[config.mk]
export PLATFORM = sky130hd
export DESIGN_NAME = kpi_ctrl
export DESIGN_NICKNAME = d
export VERILOG_FILES = /design/src/rtl/core/keyframe_polygon_interpolator_core_macros.svh /design/src/rtl/core/kpi_pkg.sv /design/src/rtl/core/kpi_ctrl.sv
export SDC_FILE = /design/constraint.sdc
export NUM_CORES = 1
export LEC_CHECK = 0
export ABC_AREA = 1
export BUFFER_PORTS_ARGS = -buffer_cell sky130_fd_sc_hd__buf_2
export CELL_PAD_IN_SITES_DETAIL_PLACEMENT = 1
export CELL_PAD_IN_SITES_GLOBAL_PLACEMENT = 1
export CORE_UTILIZATION = 31
export CTS_CLUSTER_DIAMETER = 50
export DETAILED_ROUTE_END_ITERATION = 10
export PLACE_DENSITY_LB_ADDON = 0.15
export SYNTH_ARGS = -nofsm -noshare
export SYNTH_HDL_FRONTEND = slang
export SYNTH_SLANG_ARGS = --single-unit
[constraint.sdc]
create_clock -name clk -period 1.5 [get_ports clk]
set_clock_uncertainty 0.2 [all_clocks]
set_input_delay 0.3 -clock clk [delete_from_list [all_inputs] [get_ports clk]]
set_output_delay 0.3 -clock clk [all_outputs]
set_load 0.005 [all_outputs]
[src/rtl/core/keyframe_polygon_interpolator_core_macros.svh]
// Assertion macros shared by the keyframe polygon interpolator RTL.
// Included by the top level; depends on nothing else.
`ifndef KEYFRAME_POLYGON_INTERPOLATOR_CORE_MACROS_SVH
`define KEYFRAME_POLYGON_INTERPOLATOR_CORE_MACROS_SVH

// Same-cycle implication, disabled while reset is asserted.
`define KPI_ASSERT_IMPLIES(label, clk, rst_n, ante, cons, msg) \
  label: assert property (@(posedge clk) disable iff (!rst_n) (ante) |-> (cons)) \
    else $error(msg);

// Next-cycle implication, disabled while reset is asserted.
`define KPI_ASSERT_NEXT(label, clk, rst_n, ante, cons, msg) \
  label: assert property (@(posedge clk) disable iff (!rst_n) (ante) |=> (cons)) \
    else $error(msg);

`endif

[src/rtl/core/kpi_pkg.sv]
// Types, constants and command encodings of the keyframe polygon interpolator.
// Used by kpi_ctrl, kpi_datapath and the top level; depends on nothing.
`timescale 1ns / 1ps

package kpi_pkg;

  localparam int MAX_ANCHORS  = 256;
  localparam int AIDX_W       = $clog2(MAX_ANCHORS);
  localparam int ACNT_W       = AIDX_W + 1;
  localparam int MAX_VERTICES = 64;
  localparam int VCNT_W       = 7;
  localparam int SLICE_W      = 10;
  localparam int VERT_W       = 6;
  localparam int COORD_W      = 16;
  localparam int CFG_W        = 11;
  localparam int NUM_W        = 27;
  localparam int MAG_W        = 25;
  localparam int DCNT_W       = 5;

  typedef enum logic [1:0] {
    REQ_SET        = 2'd0,
    REQ_QUERY      = 2'd1,
    REQ_INS_ANCHOR = 2'd2,
    REQ_INS_MID    = 2'd3
  } req_kind_t;

  typedef enum logic [1:0] {
    ST_OK    = 2'd0,
    ST_RANGE = 2'd1,
    ST_FULL  = 2'd2
  } status_t;

  typedef enum logic [1:0] {
    LK_QUERY,
    LK_BEFORE,
    LK_AFTER
  } lk_sel_t;

  typedef enum logic [4:0] {
    OP_IDLE, OP_CHECK, OP_SET_SCAN, OP_SET_WRITE, OP_SHIFT, OP_INS_APPEND,
    OP_RING, OP_FIND, OP_MID_CHK, OP_LK_SCAN, OP_MUL1, OP_MUL2, OP_DIV_INIT,
    OP_DIV, OP_LK_RES, OP_MID_APPEND, OP_EMIT
  } dp_op_t;

  typedef enum logic [4:0] {
    S_IDLE, S_CHECK, S_SET_SCAN, S_SET_WRITE, S_SHIFT, S_INS_APPEND,
    S_RING, S_FIND, S_MID_CHK, S_LK_SCAN, S_MUL1, S_MUL2, S_DIV_INIT,
    S_DIV, S_LK_RES, S_MID_APPEND, S_DONE
  } ctrl_state_t;

  typedef struct packed {
    logic [SLICE_W-1:0]        slice;
    logic [VERT_W-1:0]         vert;
    logic signed [COORD_W-1:0] x;
    logic signed [COORD_W-1:0] y;
  } anchor_t;

  typedef struct packed {
    logic [1:0]                req_type;
    logic [SLICE_W-1:0]        slice_no;
    logic [VERT_W-1:0]         vert_no;
    logic signed [COORD_W-1:0] coord_x;
    logic signed [COORD_W-1:0] coord_y;
  } in_req_t;

  typedef struct packed {
    logic signed [COORD_W-1:0] out_x;
    logic signed [COORD_W-1:0] out_y;
    logic                      anchor_here;
    logic [1:0]                status;
  } out_res_t;

  typedef struct packed {
    dp_op_t  op;
    lk_sel_t lk_sel;
    logic    in_ready;
  } ctl_cmd_t;

  typedef struct packed {
    req_kind_t req_kind;
    logic      range_bad;
    logic      vfull;
    logic      scan_done;
    logic      best_found;
    logic      lk_interp;
    logic      div_last;
    logic      out_free;
  } dp_stat_t;

endpackage

[src/rtl/core/kpi_ctrl.sv]
// Sequencing state machine of the keyframe polygon interpolator.
// Depends on kpi_pkg; drives the datapath through ctl_cmd_t.
`timescale 1ns / 1ps

module kpi_ctrl (
  input  logic               clk,
  input  logic               rst_n,
  input  logic               in_valid,
  input  kpi_pkg::dp_stat_t  stat,
  output kpi_pkg::ctl_cmd_t  cmd
);

  kpi_pkg::ctrl_state_t state_r, state_nxt;
  kpi_pkg::lk_sel_t     lk_sel_r, lk_sel_nxt;

  always_ff @(posedge clk) begin
    if (!rst_n) begin
      state_r  <= kpi_pkg::S_IDLE;
      lk_sel_r <= kpi_pkg::LK_QUERY;
    end else begin
      state_r  <= state_nxt;
      lk_sel_r <= lk_sel_nxt;
    end
  end

  always_comb begin
    state_nxt  = state_r;
    lk_sel_nxt = lk_sel_r;
    unique case (state_r)
      kpi_pkg::S_IDLE: begin
        if (in_valid) state_nxt = kpi_pkg::S_CHECK;
      end
      kpi_pkg::S_CHECK: begin
        if (stat.range_bad || stat.vfull) begin
          state_nxt = kpi_pkg::S_DONE;
        end else begin
          unique case (stat.req_kind)
            kpi_pkg::REQ_SET: state_nxt = kpi_pkg::S_SET_SCAN;
            kpi_pkg::REQ_QUERY: begin
              state_nxt  = kpi_pkg::S_LK_SCAN;
              lk_sel_nxt = kpi_pkg::LK_QUERY;
            end
            kpi_pkg::REQ_INS_ANCHOR, kpi_pkg::REQ_INS_MID: state_nxt = kpi_pkg::S_SHIFT;
          endcase
        end
      end
      kpi_pkg::S_SET_SCAN: begin
        if (stat.scan_done) state_nxt = kpi_pkg::S_SET_WRITE;
      end
      kpi_pkg::S_SET_WRITE: state_nxt = kpi_pkg::S_DONE;
      kpi_pkg::S_SHIFT: begin
        if (stat.scan_done) begin
          if (stat.req_kind == kpi_pkg::REQ_INS_ANCHOR) state_nxt = kpi_pkg::S_INS_APPEND;
          else state_nxt = kpi_pkg::S_RING;
        end
      end
      kpi_pkg::S_INS_APPEND: state_nxt = kpi_pkg::S_DONE;
      kpi_pkg::S_RING: state_nxt = kpi_pkg::S_FIND;
      kpi_pkg::S_FIND: begin
        if (stat.scan_done) state_nxt = kpi_pkg::S_MID_CHK;
      end
      kpi_pkg::S_MID_CHK: begin
        if (stat.best_found) begin
          state_nxt  = kpi_pkg::S_LK_SCAN;
          lk_sel_nxt = kpi_pkg::LK_BEFORE;
        end else begin
          state_nxt = kpi_pkg::S_DONE;
        end
      end
      kpi_pkg::S_LK_SCAN: begin
        if (stat.scan_done) begin
          if (stat.lk_interp) state_nxt = kpi_pkg::S_MUL1;
          else state_nxt = kpi_pkg::S_LK_RES;
        end
      end
      kpi_pkg::S_MUL1: state_nxt = kpi_pkg::S_MUL2;
      kpi_pkg::S_MUL2: state_nxt = kpi_pkg::S_DIV_INIT;
      kpi_pkg::S_DIV_INIT: state_nxt = kpi_pkg::S_DIV;
      kpi_pkg::S_DIV: begin
        if (stat.div_last) state_nxt = kpi_pkg::S_LK_RES;
      end
      kpi_pkg::S_LK_RES: begin
        unique case (lk_sel_r)
          kpi_pkg::LK_QUERY: state_nxt = kpi_pkg::S_DONE;
          kpi_pkg::LK_BEFORE: begin
            state_nxt  = kpi_pkg::S_LK_SCAN;
            lk_sel_nxt = kpi_pkg::LK_AFTER;
          end
          default: state_nxt = kpi_pkg::S_MID_APPEND;
        endcase
      end
      kpi_pkg::S_MID_APPEND: state_nxt = kpi_pkg::S_FIND;
      kpi_pkg::S_DONE: begin
        if (stat.out_free) state_nxt = kpi_pkg::S_IDLE;
      end
      default: state_nxt = kpi_pkg::S_IDLE;
    endcase
  end

  always_comb begin
    cmd.lk_sel   = lk_sel_r;
    cmd.in_ready = (state_r == kpi_pkg::S_IDLE);
    unique case (state_r)
      kpi_pkg::S_IDLE:       cmd.op = kpi_pkg::OP_IDLE;
      kpi_pkg::S_CHECK:      cmd.op = kpi_pkg::OP_CHECK;
      kpi_pkg::S_SET_SCAN:   cmd.op = kpi_pkg::OP_SET_SCAN;
      kpi_pkg::S_SET_WRITE:  cmd.op = kpi_pkg::OP_SET_WRITE;
      kpi_pkg::S_SHIFT:      cmd.op = kpi_pkg::OP_SHIFT;
      kpi_pkg::S_INS_APPEND: cmd.op = kpi_pkg::OP_INS_APPEND;
      kpi_pkg::S_RING:       cmd.op = kpi_pkg::OP_RING;
      kpi_pkg::S_FIND:       cmd.op = kpi_pkg::OP_FIND;
      kpi_pkg::S_MID_CHK:    cmd.op = kpi_pkg::OP_MID_CHK;
      kpi_pkg::S_LK_SCAN:    cmd.op = kpi_pkg::OP_LK_SCAN;
      kpi_pkg::S_MUL1:       cmd.op = kpi_pkg::OP_MUL1;
      kpi_pkg::S_MUL2:       cmd.op = kpi_pkg::OP_MUL2;
      kpi_pkg::S_DIV_INIT:   cmd.op = kpi_pkg::OP_DIV_INIT;
      kpi_pkg::S_DIV:        cmd.op = kpi_pkg::OP_DIV;
      kpi_pkg::S_LK_RES:     cmd.op = kpi_pkg::OP_LK_RES;
      kpi_pkg::S_MID_APPEND: cmd.op = kpi_pkg::OP_MID_APPEND;
      kpi_pkg::S_DONE:       cmd.op = kpi_pkg::OP_EMIT;
      default:               cmd.op = kpi_pkg::OP_IDLE;
    endcase
  end

endmodule

==> results.tsv, run 1 <==
stage	metric	value	unit
run_status	outcome	complete, but fails checks	
run_status	failing checks	negative setup slack	
die	Top Ports	20	
setup_path	RR Endpoint	state_r[3]	
clock_tree	Root Buffer	clkbuf_4	
die	Core ar.	2567	µm²
setup_path	CP endpoint kind	flop	
placement	pre-CTS setup slack	-0.2312	ns
setup_path	path depth of the worst reg2reg path	8	
routing	WL/cell	17.56	µm
final_layout	most common cell after layout, fill and taps aside	nand2_1	
power_and_ir_drop	pwr dens	1188	nW/µm²
yosys	Synth Instances	154	
final_layout	Layout Cells excl Fill	243	
final_layout	most frequent cells in the layout	35 x nand2_1, 27 x buf_4, 18 x buf_2	
setup_path	Reg-to-Reg Start	state_r[1]	
die	Chip Width	54.89	µm
yosys	warnings from Yosys	0	
sta	Worst Setup Slack, final	-0.2623	ns
setup_path	crit path launch type	flop	
grt	first-pass GRT wire length	6361	µm
clock_tree	htree depth	1	
power_and_ir_drop	total power after layout	1810	µW
flow_run	max_cap viols	0	
worst_hold_path	Worst Hold Class	primary input to flop	
sta	Peak Freq	567.4	MHz
power_and_ir_drop	Leak Pwr	0.0007703	µW
sta	Worst slew margin	76.29	%
die	die footprint	3012	µm²
sta	Slew @ Worst Pin	0.3534	ns
placement	PortBufs	19	
routing	DRT Wirelength	4267	µm
clock_tree	CTS clk-pin slew, worst paths	0.07	ns
grt	Tot GR Track Use	31.47	%
yosys	unique cell type count in the Yosys netlist	19	
final_layout	Final #Nets	227	
final_layout	Area growth syn-to-layout	75.76	%
setup_path	CP Class	flop to flop	
placement	RD Place Congestion	0.9236	
routing	DRC viols	0	
clock_tree	cts hold-fix bufs	0	
placement	placed insts	226	
setup_path	CP required	1.50	ns
clock_tree	CTS sink count	12	
worst_hold_path	hold path depth	3	
sta	post-route clock period utilization	117.5	%
placement	post-DP HPWL	2582	µm
final_layout	ant diodes	0	
routing	vias per cell	5.177	
yosys	top-area cell type share of the netlist area	27.71	%
yosys	Avg Inst Size Synth	5.630	µm²
grt	GRT overflow	0	
yosys	mapped cell area	867.1	µm²
grt	largest net degree at the start of global routing	10	
routing	DR iter-0 viols	17	
clock_tree	Max clock buf depth	2	
sta	Final setup viols	13	
setup_path	CP Max Fanout	4	
setup_path	CP Launch Point	state_r[1]	
setup_path	FF-to-FF setup slack	-0.26	ns
worst_hold_path	Hold EP	state_r[4]	
die	placement row count	18	
worst_hold_path	hold wc startpoint	rst_n	
sta	hold slack	0.06739	ns
power_and_ir_drop	maximum VDD drop	780.5	µV
routing	Pre-antenna DRT Iters	4	
die	DIE HEIGHT	54.89	µm
clock_tree	CTS tree	done	
die	Initial Utilization	33.77	%
grt	vias in the first global route	1302	
grt	initial antenna violation count	0	
yosys	register area share after synthesis	27.71	%
routing	final antenna-violating net count	0	
setup_path	critical path arrival	1.76	ns
yosys	area leader, netlist	dfxtp_1	
sta	Hold Vio Cnt, Final	0	
sta	minimum clock period	1.762	ns
routing	Via Count	1258	
final_layout	layout cells sized above 1	53.05	%
sta	unrepaired setup endpoints after global routing	yes	
yosys	Seq cells post-synth	12	
yosys	Area contributors post-synth	dfxtp_1 28%, nand2_1 21%, nor2_1 10%	
final_layout	FILL cells	343	
clock_tree	Inserted Clock Buffers	3	
yosys	Post-Syn Nets	166	
sta	Max Transition Viols Final	0	
clock_tree	clk_lat worst skew	0.28	ns
## cells by family after synthesis
group | Yosys count | synth area share [%]
simple gates | 107 | 54.40
buf+inv | 22 | 9.524
compound gates | 13 | 8.371
flops | 12 | 27.71
## report_power, final
| group | leakage, µW | internal, µW | switching, µW |
|---|---|---|---|
| clock network | 0.0000138 | 93.3 | 108 |
| registers | 0.000101 | 384 | 58.5 |
| logic | 0.000655 | 547 | 619 |
## cells in the mapped netlist (all sizes together)
master	n
nand2	50
nor2	30
inv	20
nand3	17
dfxtp	12
a21oi	8
nand4	4
nor3	3
clkinv	2
nand3b	2
o21ai	2
o211ai	1
o21a	1
o31ai	1
or2	1
## registers in the layout (all words and copies together) (netlist names)
name	cells
state_r	5
lk_sel_r	2
cmd	5
## area by class of cell
type | instances | area [µm²] | area share, %
Sequential cell | 12 | 259.0 | 17.00
Multi-Input combinational cell | 120 | 703.2 | 46.14
Tap cell | 30 | 37.54 | 2.463
Inverter | 22 | 85.08 | 5.583
Timing Repair Buffer | 56 | 416.7 | 27.34
Clock buffer | 3 | 22.52 | 1.478
## per-stage QoR
step	cell area (µm²)	setup TNS (ns)	utilization, %
floorplan	867.1	0	-
global placement	1172	-1.756	45.66
detailed placement	1172	-2.190	45.66
CTS	1449	-1.256	56.43
global route	1524	-2.929	59.36
finish	1524	-2.104	59.36
## how the worst max path moves through the flow
stage                        to  depth (start not counted)  slack (ns)
floorplan           lk_sel_r[0]                          8        0.02
global placement         cmd[4]                          9       -0.17
detailed placement  lk_sel_r[0]                          7       -0.23
CTS                      cmd[0]                          6       -0.17
global route         state_r[3]                          8       -0.31
finish               state_r[3]                          8       -0.26
## critical path: stages (launching register included)
cell	delay, ns
dfxtp_4	0.39
buf_4	0.14
nand2_2	0.06
buf_4	0.14
nor3_1	0.29
nor2_1	0.12
nand3b_1	0.13
nand2_2	0.08
a21oi_2	0.13
## routing by layer
layer	routed length (µm)	track usage [%]	vias up
met5	0	0	-
met4	114	14.10	0
met3	109	4.444	10
met2	2177	55.42	33
met1	1865	36.99	608
li1	-	-	607
## repair_timing
action / in CTS / in global routing
resized for setup: 49 / 22
setup buffers: 12 / 2
pin swaps: 15 / 12
endpoints found under the setup margin: 13 / 13
No activity file was read; power rests on OpenSTA's default activity.
==> run 2: changes to the inputs <==
--- a/config.mk
+++ b/config.mk
@@ -6,7 +6,7 @@
 export NUM_CORES = 1
 export LEC_CHECK = 0
 export ABC_AREA = 1
-export BUFFER_PORTS_ARGS = -buffer_cell sky130_fd_sc_hd__buf_2
+export BUFFER_PORTS_ARGS = -buffer_cell sky130_fd_sc_hd__buf_4
 export CELL_PAD_IN_SITES_DETAIL_PLACEMENT = 1
 export CELL_PAD_IN_SITES_GLOBAL_PLACEMENT = 1
 export CORE_UTILIZATION = 31
==> run 2 against run 1 <==
Effect of this change: the run still ends with negative setup slack left; first-iteration DRC count increased by 53%; clock-buffer cell count increased by 1; global-route usage increased by 1.9 points; die area unchanged; critical path type unchanged; largest cell class unchanged; largest power group unchanged; highest routed layer unchanged.
==> results.tsv, run 2 (synthesized netlist as in run 1, its figures left out) <==
stage	metric	value	unit	change
grt	first-pass GRT wire length	6762	µm	+6.3%
sta	Hold Vio Cnt, Final	0		unchanged
clock_tree	Root Buffer	clkbuf_4		
worst_hold_path	Worst Hold Class	primary input to flop		
power_and_ir_drop	maximum VDD drop	968.0	µV	+24%
die	die footprint	3012	µm²	unchanged
clock_tree	Max clock buf depth	2		unchanged
routing	DR iter-0 viols	26		+9
die	placement row count	18		unchanged
setup_path	crit path launch type	flop		
placement	PortBufs	19		unchanged
final_layout	Seq. cell area	259.0	µm²	unchanged
sta	Worst slew margin	75.55	%	-0.74 points
placement	post-DP HPWL	2805	µm	+8.6%
routing	WL/cell	20.93	µm	+19%
die	DIE HEIGHT	54.89	µm	unchanged
sta	minimum clock period	1.832	ns	+0.06966 ns
setup_path	slowest cell delay on critical path	0.38	ns	about the same
sta	Peak Freq	545.9	MHz	-3.8%
die	Chip Width	54.89	µm	unchanged
die	Core ar.	2567	µm²	unchanged
setup_path	CP Class	flop to flop		
final_layout	Core Util, Final	63.30	%	+3.9 points
final_layout	FILL cells	332		-3.2%
sta	Final setup viols	13		unchanged
routing	Pre-antenna DRT Iters	4		unchanged
setup_path	critical path arrival	1.87	ns	+0.11 ns
final_layout	layout cells sized above 1	58.02	%	+5.0 points
die	Top Ports	20		unchanged
final_layout	Design Area, Final	1625	µm²	+6.7%
run_status	outcome	complete, but fails checks		
power_and_ir_drop	Leak Pwr	0.0008312	µW	+7.9%
sta	unrepaired setup endpoints after global routing	yes		
clock_tree	htree depth	1		unchanged
grt	initial antenna violation count	0		unchanged
setup_path	CP Max Fanout	4		unchanged
final_layout	Final #Nets	225		-0.88%
sta	Slew @ Worst Pin	0.3645	ns	+0.01103 ns
routing	DRC viols	0		unchanged
routing	Via Count	1353		+7.6%
placement	pre-CTS setup slack	-0.2506	ns	-0.01941 ns
setup_path	CP Buf/Inv Count	1		-1
clock_tree	CTS tree	done		
grt	GRT overflow	0		unchanged
routing	DRT Wirelength	5066	µm	+19%
placement	RD Place Congestion	0.9111		-1.4%
flow_run	max_cap viols	0		unchanged
final_layout	ant diodes	0		unchanged
run_status	failing checks	negative setup slack		
clock_tree	cts hold-fix bufs	0		unchanged
clock_tree	CTS clk-pin slew, worst paths	0.10	ns	+0.03 ns
power_and_ir_drop	pwr dens	1217	nW/µm²	+2.5%
sta	Worst Setup Slack, final	-0.3320	ns	-0.06966 ns
final_layout	most frequent cells in the layout	50 x buf_4, 28 x nand2_1, 15 x nor2_1		
final_layout	Area growth syn-to-layout	87.45	%	
setup_path	crit path cell chain	buf_4 -> nor2_2 -> nand2_1 -> o21ai_0 -> nor2_1 -> nand3_1 -> nand2_2 -> a21oi_2		
die	Initial Utilization	33.77	%	unchanged
setup_path	Slowest cell on crit path	dfxtp_4		
grt	vias in the first global route	1404		+7.8%
routing	final antenna-violating net count	0		unchanged
placement	Placed Area	1242	µm²	+6.0%
sta	post-route clock period utilization	122.1	%	+4.6 points
setup_path	Crit path max-delay family	simple AND/OR/NAND/NOR gates		
final_layout	most common cell after layout, fill and taps aside	buf_4		
routing	vias per cell	5.591		+8.0%
final_layout	footprint of the multi-input gates	783.3	µm²	+11%
setup_path	CP endpoint kind	flop		
grt	Tot GR Track Use	33.37	%	+1.9 points
clock_tree	clk_lat worst skew	0.31	ns	+0.03 ns
clock_tree	Inserted Clock Buffers	3		unchanged
grt	largest net degree at the start of global routing	10		unchanged
clock_tree	CTS sink count	12		unchanged
setup_path	CP required	1.54	ns	+0.04 ns
sta	Max Transition Viols Final	0		unchanged
[run 2: worst min-delay path, delay by kind of cell]
family	cells	cell delay, ns
and+or+nand+nor	1	0.07
buffers and inverters	2	0.15
[run 2: per-layer routing]
metal	up-vias	track usage (%)	routed length (µm)
met1	650	35.26	1949
met5	-	0	0
met3	28	8.056	276
met4	0	19.23	301
li1	610	-	-
met2	65	59.24	2537
[run 2: metrics by stage]
stage               hold WS, ns  power (µW)  setup TNS [ns]  instances
floorplan                0.2161       791.6               0        154
global placement         0.2874        1174          -1.426        229
detailed placement       0.3032        1207          -2.280        229
CTS                     0.06421        1719         -0.9611        241
global route            0.06139        2045          -3.315        242
finish                  0.03868        1978          -2.629        242
[run 2: area by class of cell]
| type | instances | area share (%) |
|---|---|---|
| tap | 30 | 2.309 |
| multi-input combinational | 120 | 48.19 |
| timing repair buffer | 54 | 25.87 |
| clock buffer | 4 | 2.232 |
| sequential | 12 | 15.94 |
| inverter | 22 | 5.466 |
[run 2: final timing paths]
| check | endpoint | start | slack (ns) | cells past startpoint |
|---|---|---|---|---|
| hold / removal | cmd[7] | rst_n | 0.04 | 3 |
| setup / recovery | state_r[2] | state_r[4] | -0.33 | 8 |
| setup reg to reg | state_r[2] | state_r[4] | -0.33 | 8 |
| hold reg to reg | lk_sel_r[0] | lk_sel_r[0] | 0.32 | 2 |
[run 2: what timing repair did]
| item | 4_1_cts | 5_1_grt |
|---|---|---|
| gates resized for setup | 53 | 31 |
| setup buffers | 9 | 1 |
| pin swaps | 21 | 10 |
| setup endpoints to repair | 13 | 13 |
[run 2: where the power goes]
group          switching (µW)  internal [µW]
registers                76.5            384
logic                     682            530
clock network             156            149
total                     914           1060
